==> src/design/ttq_pkg.sv <==
// Package for the touch threshold qualifier: field widths, register indexes,
// reset values and shared types.
// Used by ttq_avg and touch_threshold_qualifier_top.
package ttq_pkg;

   localparam int NOW_W             = 32;
   localparam int SAMPLE_W          = 10;
   localparam int LEVEL_W           = 10;
   localparam int COUNT_W           = 8;
   localparam int LOCKOUT_W         = 16;
   localparam int REPEAT_W          = 6;
   localparam int NUM_SAMPLE_FIELDS = 5;
   localparam int SAMPLE_COUNT_DEFAULT = 5;

   localparam int REQ_DATA_W  = 88;
   localparam int RSP_DATA_W  = 16;
   localparam int CSR_INDEX_W = 2;
   localparam int CSR_DATA_W  = 16;

   typedef logic [SAMPLE_W-1:0]                         sample_type;
   typedef sample_type [NUM_SAMPLE_FIELDS-1:0]          sample_arr_type;
   typedef logic [LEVEL_W-1:0]                          level_type;
   typedef logic [COUNT_W-1:0]                          count_type;
   typedef logic [NOW_W-1:0]                            now_type;

   localparam logic [CSR_INDEX_W-1:0] CSR_LOCKOUT    = 2'd0;
   localparam logic [CSR_INDEX_W-1:0] CSR_TOUCH_THR  = 2'd1;
   localparam logic [CSR_INDEX_W-1:0] CSR_NEAR_THR   = 2'd2;
   localparam logic [CSR_INDEX_W-1:0] CSR_REPEAT     = 2'd3;

   localparam logic [LOCKOUT_W-1:0] LOCKOUT_RESET   = 16'd500;
   localparam level_type            TOUCH_THR_RESET = 10'd900;
   localparam level_type            NEAR_THR_RESET  = 10'd1000;
   localparam logic [REPEAT_W-1:0]  REPEAT_RESET    = 6'd3;
   localparam level_type            HELD_LEVEL_RESET = 10'd900;

endpackage

==> src/design/ttq_avg.sv <==
// Burst averager: sums SAMPLE_COUNT samples and divides by the count with a
// reciprocal multiply. Depends on ttq_pkg.
module ttq_avg #(
   parameter int SAMPLE_COUNT = ttq_pkg::SAMPLE_COUNT_DEFAULT
) (
   input  ttq_pkg::sample_arr_type samples,
   output ttq_pkg::level_type      level
);
   import ttq_pkg::*;

   localparam int SUM_W     = $clog2(((1 << SAMPLE_W) - 1) * SAMPLE_COUNT + 1);
   localparam int DIV_SHIFT = SUM_W + 4;
   localparam int RECIP_W   = DIV_SHIFT + 1;
   localparam int PROD_W    = SUM_W + RECIP_W;
   localparam logic [RECIP_W-1:0] RECIP =
      RECIP_W'(((1 << DIV_SHIFT) + SAMPLE_COUNT - 1) / SAMPLE_COUNT);

   logic [SUM_W-1:0]  sum;
   logic [PROD_W-1:0] prod;

   always_comb begin
      sum = '0;
      for (int i = 0; i < SAMPLE_COUNT; i++) begin
         sum = sum + SUM_W'(samples[i % NUM_SAMPLE_FIELDS]);
      end
   end

   assign prod  = PROD_W'(sum) * PROD_W'(RECIP);
   assign level = prod[DIV_SHIFT +: LEVEL_W];

endmodule

==> src/design/touch_threshold_qualifier_top.sv <==
// Top level of the touch threshold qualifier: stream ports, input and result
// registers, configuration registers and the touch decision state.
// Depends on ttq_pkg and ttq_avg.
//
//   Channel  Direction  Payload (lowest bit first)
//   req      in         now_ms[31:0], sample_a..sample_e (10 bits each), pad
//   rsp      out        touched, sampled, level[9:0], pad
//   csr      in         write enable, register index, 16-bit write data
//
// A transfer on req is registered in the input register, evaluated there and
// written to the result register once that register is free, and one item is
// taken every cycle while rsp is not stalled. The result register can hold
// one item while the next one waits in the input register. Reset is
// synchronous and restores the register defaults and the decision state.
module touch_threshold_qualifier_top #(
   parameter int SAMPLE_COUNT = ttq_pkg::SAMPLE_COUNT_DEFAULT
) (
   input  logic                              clock,
   input  logic                              reset,
   input  logic                              req_tvalid,
   output logic                              req_tready,
   // now_ms, sample_a, sample_b, sample_c, sample_d, sample_e
   input  logic [ttq_pkg::REQ_DATA_W-1:0]    req_tdata,
   output logic                              rsp_tvalid,
   input  logic                              rsp_tready,
   // touched, sampled, level
   output logic [ttq_pkg::RSP_DATA_W-1:0]    rsp_tdata,
   input  logic                              csr_we,
   input  logic [ttq_pkg::CSR_INDEX_W-1:0]   csr_index,
   input  logic [ttq_pkg::CSR_DATA_W-1:0]    csr_wdata
);
   import ttq_pkg::*;

   logic                  in_vld_ff;
   now_type               in_now_ff;
   sample_arr_type        in_samples_ff;

   logic                  rsp_vld_ff;
   logic                  rsp_touched_ff;
   logic                  rsp_sampled_ff;
   level_type             rsp_level_ff;

   now_type               last_touch_ff, last_touch_in;
   count_type             near_cnt_ff, near_cnt_in;
   count_type             far_cnt_ff, far_cnt_in;
   level_type             held_level_ff, held_level_in;

   logic [LOCKOUT_W-1:0]  lockout_ff;
   level_type             touch_thr_ff;
   level_type             near_thr_ff;
   logic [REPEAT_W-1:0]   repeat_ff;

   logic                  rsp_free;
   logic                  advance;
   logic                  take;
   level_type             avg;
   now_type               last_eff;
   now_type               elapsed;
   logic                  go;
   logic                  touch;
   count_type             near_bump;
   count_type             far_bump;
   count_type             repeat3;

   assign rsp_free   = !rsp_vld_ff || rsp_tready;
   assign advance    = in_vld_ff && rsp_free;
   assign req_tready = !in_vld_ff || rsp_free;
   assign take       = req_tvalid && req_tready;

   ttq_avg #(
      .SAMPLE_COUNT(SAMPLE_COUNT)
   ) u_avg (
      .samples(in_samples_ff),
      .level  (avg)
   );

   always_comb begin
      last_eff  = (last_touch_ff > in_now_ff) ? '0 : last_touch_ff;
      elapsed   = in_now_ff - last_eff;
      go        = elapsed >= NOW_W'(lockout_ff);
      near_bump = (near_cnt_ff == '1) ? near_cnt_ff : near_cnt_ff + 1'b1;
      far_bump  = (far_cnt_ff == '1) ? far_cnt_ff : far_cnt_ff + 1'b1;
      repeat3   = (COUNT_W'(repeat_ff) << 1) + COUNT_W'(repeat_ff);

      touch         = 1'b0;
      last_touch_in = last_eff;
      near_cnt_in   = near_cnt_ff;
      far_cnt_in    = far_cnt_ff;
      held_level_in = held_level_ff;

      if (go) begin
         held_level_in = avg;
         touch         = avg < touch_thr_ff;
         if (avg < near_thr_ff) begin
            near_cnt_in = near_bump;
            if (near_bump > COUNT_W'(repeat_ff)) begin
               touch = 1'b1;
            end
         end else begin
            far_cnt_in = far_bump;
            if (far_bump > repeat3) begin
               near_cnt_in = '0;
               far_cnt_in  = '0;
            end
         end
         if (touch) begin
            last_touch_in = in_now_ff;
            near_cnt_in   = '0;
            far_cnt_in    = '0;
         end
      end
   end

   always_ff @(posedge clock) begin
      if (take) begin
         in_now_ff <= req_tdata[NOW_W-1:0];
         for (int i = 0; i < NUM_SAMPLE_FIELDS; i++) begin
            in_samples_ff[i] <= req_tdata[NOW_W + i*SAMPLE_W +: SAMPLE_W];
         end
      end
      if (advance) begin
         rsp_touched_ff <= touch;
         rsp_sampled_ff <= go;
         rsp_level_ff   <= held_level_in;
      end
   end

   always_ff @(posedge clock) begin
      if (reset) begin
         in_vld_ff     <= 1'b0;
         rsp_vld_ff    <= 1'b0;
         last_touch_ff <= '0;
         near_cnt_ff   <= '0;
         far_cnt_ff    <= '0;
         held_level_ff <= HELD_LEVEL_RESET;
      end else begin
         if (req_tready) begin
            in_vld_ff <= req_tvalid;
         end
         if (rsp_free) begin
            rsp_vld_ff <= in_vld_ff;
         end
         if (advance) begin
            last_touch_ff <= last_touch_in;
            near_cnt_ff   <= near_cnt_in;
            far_cnt_ff    <= far_cnt_in;
            held_level_ff <= held_level_in;
         end
      end
   end

   always_ff @(posedge clock) begin
      if (reset) begin
         lockout_ff   <= LOCKOUT_RESET;
         touch_thr_ff <= TOUCH_THR_RESET;
         near_thr_ff  <= NEAR_THR_RESET;
         repeat_ff    <= REPEAT_RESET;
      end else if (csr_we) begin
         unique case (csr_index)
            CSR_LOCKOUT:   lockout_ff   <= csr_wdata[LOCKOUT_W-1:0];
            CSR_TOUCH_THR: touch_thr_ff <= csr_wdata[LEVEL_W-1:0];
            CSR_NEAR_THR:  near_thr_ff  <= csr_wdata[LEVEL_W-1:0];
            CSR_REPEAT:    repeat_ff    <= csr_wdata[REPEAT_W-1:0];
            default: ;
         endcase
      end
   end

   assign rsp_tvalid = rsp_vld_ff;
   assign rsp_tdata  = {{(RSP_DATA_W - LEVEL_W - 2){1'b0}},
                        rsp_level_ff, rsp_sampled_ff, rsp_touched_ff};

endmodule
==> config.mk <==
export PLATFORM = sky130hd
export DESIGN_NAME = touch_threshold_qualifier_top
export DESIGN_NICKNAME = d
export VERILOG_FILES = /design/src/design/ttq_pkg.sv /design/src/design/ttq_avg.sv /design/src/design/touch_threshold_qualifier_top.sv
export SDC_FILE = /design/constraint.sdc
export NUM_CORES = 1
export LEC_CHECK = 0
export BUFFER_PORTS_ARGS = -buffer_cell sky130_fd_sc_hd__buf_2
export CORE_UTILIZATION = 56
export DETAILED_ROUTE_END_ITERATION = 8
export GPL_ROUTABILITY_DRIVEN = 0
export PLACE_DENSITY = 0.78
export SLEW_MARGIN = 15
export SYNTH_ARGS = -nofsm -noshare
export SYNTH_HDL_FRONTEND = slang
export SYNTH_HIERARCHICAL = 1
export SYNTH_SLANG_ARGS = --single-unit
export TNS_END_PERCENT = 30
==> constraint.sdc <==
create_clock -name clock -period 9.88 [get_ports clock]
set_input_delay 1.976 -clock clock [delete_from_list [all_inputs] [get_ports clock]]
set_output_delay 1.976 -clock clock [all_outputs]
set_load 0.1 [all_outputs]
Word level (Yosys, flattened, before mapping) --
Index checks and enable logic that the tools add are counted.
Word-level totals: register bits 196, input port bits 111, output and inout bits 18, logic and storage cells 69
Cells by class: $add $sub $neg 8, multipliers 1, order comparisons 6, eq/ne operators 6, mux-type cells 15, reduce and logical (&&, ||, !) cells 14
Operators with widths (count):
- 32-bit two-way mux | 3
- 8-bit two-way mux | 8
- 13-bit by 10-bit adder with 13-bit output | 3
- 32-bit by 16-bit greater-or-equal comparator with 1-bit output | 1
- 32-bit greater-than comparator | 1
- 32-bit subtractor | 1
- 13-bit by 15-bit multiplier with 27-bit output, second input constant | 1
- 10-bit less-than comparator | 2
- 8-bit by 1-bit adder with 8-bit output, second input constant | 2
- 8-bit equality test, second input constant | 2
- 10-bit by 10-bit adder with 11-bit output | 1
- 10-bit two-way mux | 1
- 7-bit by 6-bit adder with 8-bit output | 1
- 8-bit by 6-bit greater-than comparator with 1-bit output | 1
- 8-bit greater-than comparator | 1
- 2-bit AND reduction | 4
- 3-bit AND reduction | 2
- 2-bit equality test, second input constant | 2
- 1-bit two-way mux | 3
- 3-bit nonzero test | 1
- 2-bit by 1-bit equality test with 1-bit output, second input constant | 1
- 1-bit logical AND | 2
- 1-bit logical NOT | 2
- 2-bit logical NOT | 1
- other kinds (2) | 3

Longest topological paths before layout --
depth after elaboration 11, depth in mapped cells 42

Modules after synthesis --
Netlist, hierarchy kept.
By module, submodules not included:
- touch_threshold_qualifier_top | instances 1, cells each 1139, area each 11144.4 µm²
- ttq_avg | instances 1, cells each 505, area each 4408.0 µm²

Least setup slack after synthesis --
Ideal clock, no wire load.
kind flip-flop to flip-flop, start reg in_samples_ff[11] (netlist bit), end reg far_cnt_ff[0], library setup time 0.062 ns, data arrival time 9.865 ns, slack -0.047 ns, stages on the path, launching flop included 40, buffers on the path 0, clock period less this slack 9.927 ns, path through edfxtp_1 > inv_1 > fa_1 > fa_1 > fa_1 > inv_1 > ha_1 > inv_1 > fa_1 > nor2b_1 > o21ai_1 > a21boi_1 > o21ai_1 > a21o_1 > a211o_1 > fa_1 > inv_1 > fa_1 > [... 4 more ...] > ha_1 > a31oi_1 > o221ai_1 > a21oi_2 > nor2_1 > or3_1 > xor2_1 > nand2b_1 > a21o_1 > a21o_1 > a21oi_1 > o21ai_0 > a2111oi_0 > or2_2 > a2111oi_0 > nand4_1 > or2_2 > nand3_1
Between the ends: longest elaborated chain between the ends 11
RTL lines:
- start: declaration | RTL line touch_threshold_qualifier_top.sv:36 | sample_arr_type in_samples_ff;
- start signal: indexed assignment | RTL line touch_threshold_qualifier_top.sv:118 | in_samples_ff[i] <= req_tdata[NOW_W + i*SAMPLE_W +: SAMPLE_W];
- 10-bit by 10-bit adder with 11-bit output * | RTL line ttq_avg.sv:24 | sum = sum + SUM_W'(samples[i % NUM_SAMPLE_FIELDS]);
- 13-bit by 10-bit adder with 13-bit output * (3 in a row) | RTL line ttq_avg.sv:24
- 13-bit by 15-bit multiplier with 27-bit output * | RTL line ttq_avg.sv:28 | assign prod = PROD_W'(sum) * PROD_W'(RECIP);
- named net avg[0] | RTL line touch_threshold_qualifier_top.sv:56 | level_type avg;
- 10-bit less-than comparator | RTL line touch_threshold_qualifier_top.sv:93 | touch = avg < touch_thr_ff;
- 1-bit two-way mux | RTL line touch_threshold_qualifier_top.sv:96 | if (near_bump > COUNT_W'(repeat_ff)) begin
- 1-bit two-way mux | RTL line touch_threshold_qualifier_top.sv:94 | if (avg < near_thr_ff) begin
- 1-bit two-way mux | RTL line touch_threshold_qualifier_top.sv:91 | if (go) begin
- 2-bit by 1-bit != test with 1-bit output (no source line)
- 3-bit AND reduction (no source line)
- end signal: assignment | RTL line touch_threshold_qualifier_top.sv:146 | far_cnt_ff <= far_cnt_in;
- end: declaration | RTL line touch_threshold_qualifier_top.sv:45 | count_type far_cnt_ff, far_cnt_in;
Mark *: on every way through the listed nets, which the timed path passes. The rest lies on a longest branch. The select of a mux whose other input is x is not followed. A chain may end at the register's enable or synchronous reset.

Final worst setup path --
start reg in_samples_ff[11] (netlist bit), end reg near_cnt_ff[1]
Between the ends: longest elaborated chain between the ends 11
RTL lines:
- 10-bit by 10-bit adder with 11-bit output * | RTL line ttq_avg.sv:24
- 13-bit by 10-bit adder with 13-bit output * (3 in a row) | RTL line ttq_avg.sv:24
- 13-bit by 15-bit multiplier with 27-bit output * | RTL line ttq_avg.sv:28
- named net avg[5] | RTL line touch_threshold_qualifier_top.sv:56
- 10-bit less-than comparator | RTL line touch_threshold_qualifier_top.sv:93
- 1-bit two-way mux | RTL line touch_threshold_qualifier_top.sv:96
- 1-bit two-way mux | RTL line touch_threshold_qualifier_top.sv:94
- 1-bit two-way mux | RTL line touch_threshold_qualifier_top.sv:91
- 3-bit nonzero test (no source line)
- 3-bit AND reduction (no source line)
- end signal: assignment | RTL line touch_threshold_qualifier_top.sv:145 | near_cnt_ff <= near_cnt_in;
- end: declaration | RTL line touch_threshold_qualifier_top.sv:44 | count_type near_cnt_ff, near_cnt_in;
Marks and branches as above.

==> flow_summary.json <==
{
  "avgSynthCellArea_um2": 9.46,
  "cts_root_buf": "clkbuf_16",
  "port_buffers": 118,
  "grt_max_degree": 71,
  "rsz0062_at_grt": "true",
  "slew_violations": 0,
  "antenna_found_initial": 2,
  "critical_path_buf_inv_count": 10,
  "finalClockSkew_ps": 16.9,
  "clock_path_buffers": 2,
  "drc_errors": 0,
  "status": "complete, but fails checks",
  "rows": 60,
  "overflow": 0,
  "dpl.hpwl_um": 26300,
  "vias": 12400,
  "cp.depth": 40,
  "area_delta_synth_final_pct": 17.5,
  "whs_path_depth": 2,
  "track_usage_pct": 25.2,
  "seq_area_frac_synth_pct": 31.3,
  "async_flop_share_pct": 0,
  "min_period_over_period_pct": 101,
  "cts.clk_slew.worst_paths_ps": 80,
  "drive_gt1_share_pct": 18.4,
  "reg2reg_from": "in_samples_ff[11]$_DFFE_PP_",
  "cts_sinks": 196,
  "h-tree-depth": 4,
  "cts_made_buffers": 17,
  "cp_slowest_stage_delay_ps": 560,
  "slowest_stage": "fa_1",
  "hold_viol": 0,
  "worst_hold_slack_ps": 458,
  "crit_family": "adder cells",
  "max_freq_mhz": 100,
  "ys_warn_count": 6,
  "vias_per_cell": 5.58,
  "tightest_slew_ps": 1080,
  "die_area_um2": 28400,
  "synth-main-ff-cell": "dfxtp_1",
  "ys_ff_latch": 196,
  "yosysUniqueCellTypes": 78,
  "critPathLaunchType": "flip-flop",
  "first_pass_iters": 6,
  "slew_headroom_pct": 28.1,
  "die_x_um": 169,
  "hp-class": "reg2reg",
  "period_minus_slack_ps": 9970,
  "critPathRequiredTime_ps": 10210,
  "fin_ws_ps": -85.2,
  "setup_violations": 22,
  "crit_fanout": 7,
  "syn-instance-count": 1644,
  "synth_edf_count": 94,
  "rrSetupSlack_ps": -90,
  "drt_iter0_drc": 996,
  "die_h_um": 169,
  "wirelength_um": 36600,
  "clock_latency_ps": 450,
  "r2r-end": "near_cnt_ff[1]$_SDFFE_PP0P_",
  "crit_end": "near_cnt_ff[1]$_SDFFE_PP0P_",
  "layout.nets": 2238,
  "violations": "negative setup slack",
  "critPathCaptureType": "flip-flop",
  "ff2ff_path_depth": 40,
  "critPathLaunch": "in_samples_ff[11]$_DFFE_PP_",
  "ctsHoldBuffers": 0,
  "grt_pass1_vias": 12100,
  "wl_per_cell_um": 16.5,
  "worst_path_most_repeated_cell": "fa_1",
  "synth_area_um2": 15600,
  "cts_tree": "yes",
  "grt_pass1_wl_um": 57600,
  "ant_nets": 0,
  "critical_path_class": "reg2reg",
  "start_util_pct": 57.4,
  "io_pins": 129,
  "coreArea_um2": 27100,
  "maxCapViolCount": 0,
  "cp.arrival_ps": 10300
}
-- timing repair --
item	CTS	global route
setup buffers	6	13
endpoints found under the hold margin	0	0
gates cloned	3	0
resized for setup	41	50
pin swaps	27	42
endpoints found under the setup margin	49	49
-- worst register-to-register path, delay by kind of cell, from the launching register on --
family                     cells  cell delay (ps)
adders and majority gates     12             4950
DFF                            1              380
buffers and inverters         10             1080
AOI/OAI and AO/OA             11             2140
xor gates and xnor gates       1              190
and+or+nand+nor                6             1100
-- cell usage after synthesis, types with 33 or more instances --
library cell / number / area [µm²]
inv_1: 299 / 1120
ha_1: 214 / 2680
nand2_1: 156 / 586
dfxtp_1: 102 / 2040
a21oi_1: 97 / 485
edfxtp_1: 94 / 2820
fa_1: 85 / 1700
nor2_1: 52 / 195
xnor2_1: 37 / 324
a22o_1: 33 / 289
o21ai_0: 33 / 165
-- routing by layer --
layer	vias up	wire length, µm	global-route usage [%]
li1	5997	-	-
met1	5903	15400	31.7
met2	374	18500	44.9
met3	89	1540	3.60
met4	0	1240	7.87
met5	-	0	0
-- layout make-up --
class / count / area [µm²]
clock inverter: 14 / 120
timing repair buffer: 212 / 1420
multi-input combinational: 1102 / 9830
sequential: 196 / 4860
antenna: 2 / 5.00
tap: 372 / 465
clock buffer: 18 / 439
fill: 1972 / 8830
inverter: 299 / 1120
-- stage by stage --
stage	instances	util, %	instance area [µm²]	worst slack (ps)	TNS, ps
after floorplan	1647	-	15600	201	0
after global placement	2159	62.6	17000	-229	-9650
after detailed placement	2159	62.6	17000	-522	-22400
after CTS	2200	66.0	17900	-12.3	-30.1
after global routing	2215	67.4	18300	-591	-18070
final	2215	67.4	18300	-85.2	-1300
-- layout by cell type, fill, tap and decap left out, types with 51 or more instances in the layout --
cell	n
dfxtp_1	102
ha_1	205
nand2_1	154
a21oi_1	92
buf_2	118
buf_4	81
edfxtp_1	94
fa_1	83
nor2_1	51
inv_1	295
-- logic make-up after synthesis --
| group | count (synthesis) | share of synthesized area, % |
|---|---|---|
| AO/OA/AOI/OAI | 342 | 15.0 |
| adder cells (fa/ha/maj) | 299 | 28.2 |
| other | 1 | 0.0241 |
| multiplexers | 24 | 1.68 |
| buffers and inverters | 349 | 8.77 |
| flip-flops | 196 | 31.3 |
| AND/OR/NAND/NOR | 374 | 11.8 |
| XOR/XNOR | 59 | 3.32 |
-- registers in the layout (all words and copies together), names as in the netlist --
register / count
far_cnt_ff: 8
held_level_ff: 10
in_now_ff: 32
in_samples_ff: 50
in_vld_ff: 1
last_touch_ff: 32
lockout_ff: 16
near_cnt_ff: 8
near_thr_ff: 10
repeat_ff: 6
rsp_level_ff: 10
rsp_sampled_ff: 1
rsp_touched_ff: 1
rsp_tvalid: 1
touch_thr_ff: 10
-- how the worst min path moves through the flow --
stage / start / to / slack, ps
after floorplan: lockout_ff[10]$_SDFFE_PP0P_ / lockout_ff[10]$_SDFFE_PP0P_ / 440
after global placement: touch_thr_ff[3]$_SDFFE_PP0P_ / touch_thr_ff[3]$_SDFFE_PP0P_ / 440
after detailed placement: lockout_ff[12]$_SDFFE_PP0P_ / lockout_ff[12]$_SDFFE_PP0P_ / 450
after CTS: lockout_ff[12]$_SDFFE_PP0P_ / lockout_ff[12]$_SDFFE_PP0P_ / 460
after global routing: touch_thr_ff[6]$_SDFFE_PP0P_ / touch_thr_ff[6]$_SDFFE_PP0P_ / 470
final: lockout_ff[12]$_SDFFE_PP0P_ / lockout_ff[12]$_SDFFE_PP0P_ / 460
Power is not shown: default switching activity piles up to over one toggle a cycle in this logic, so the estimate is an artifact.
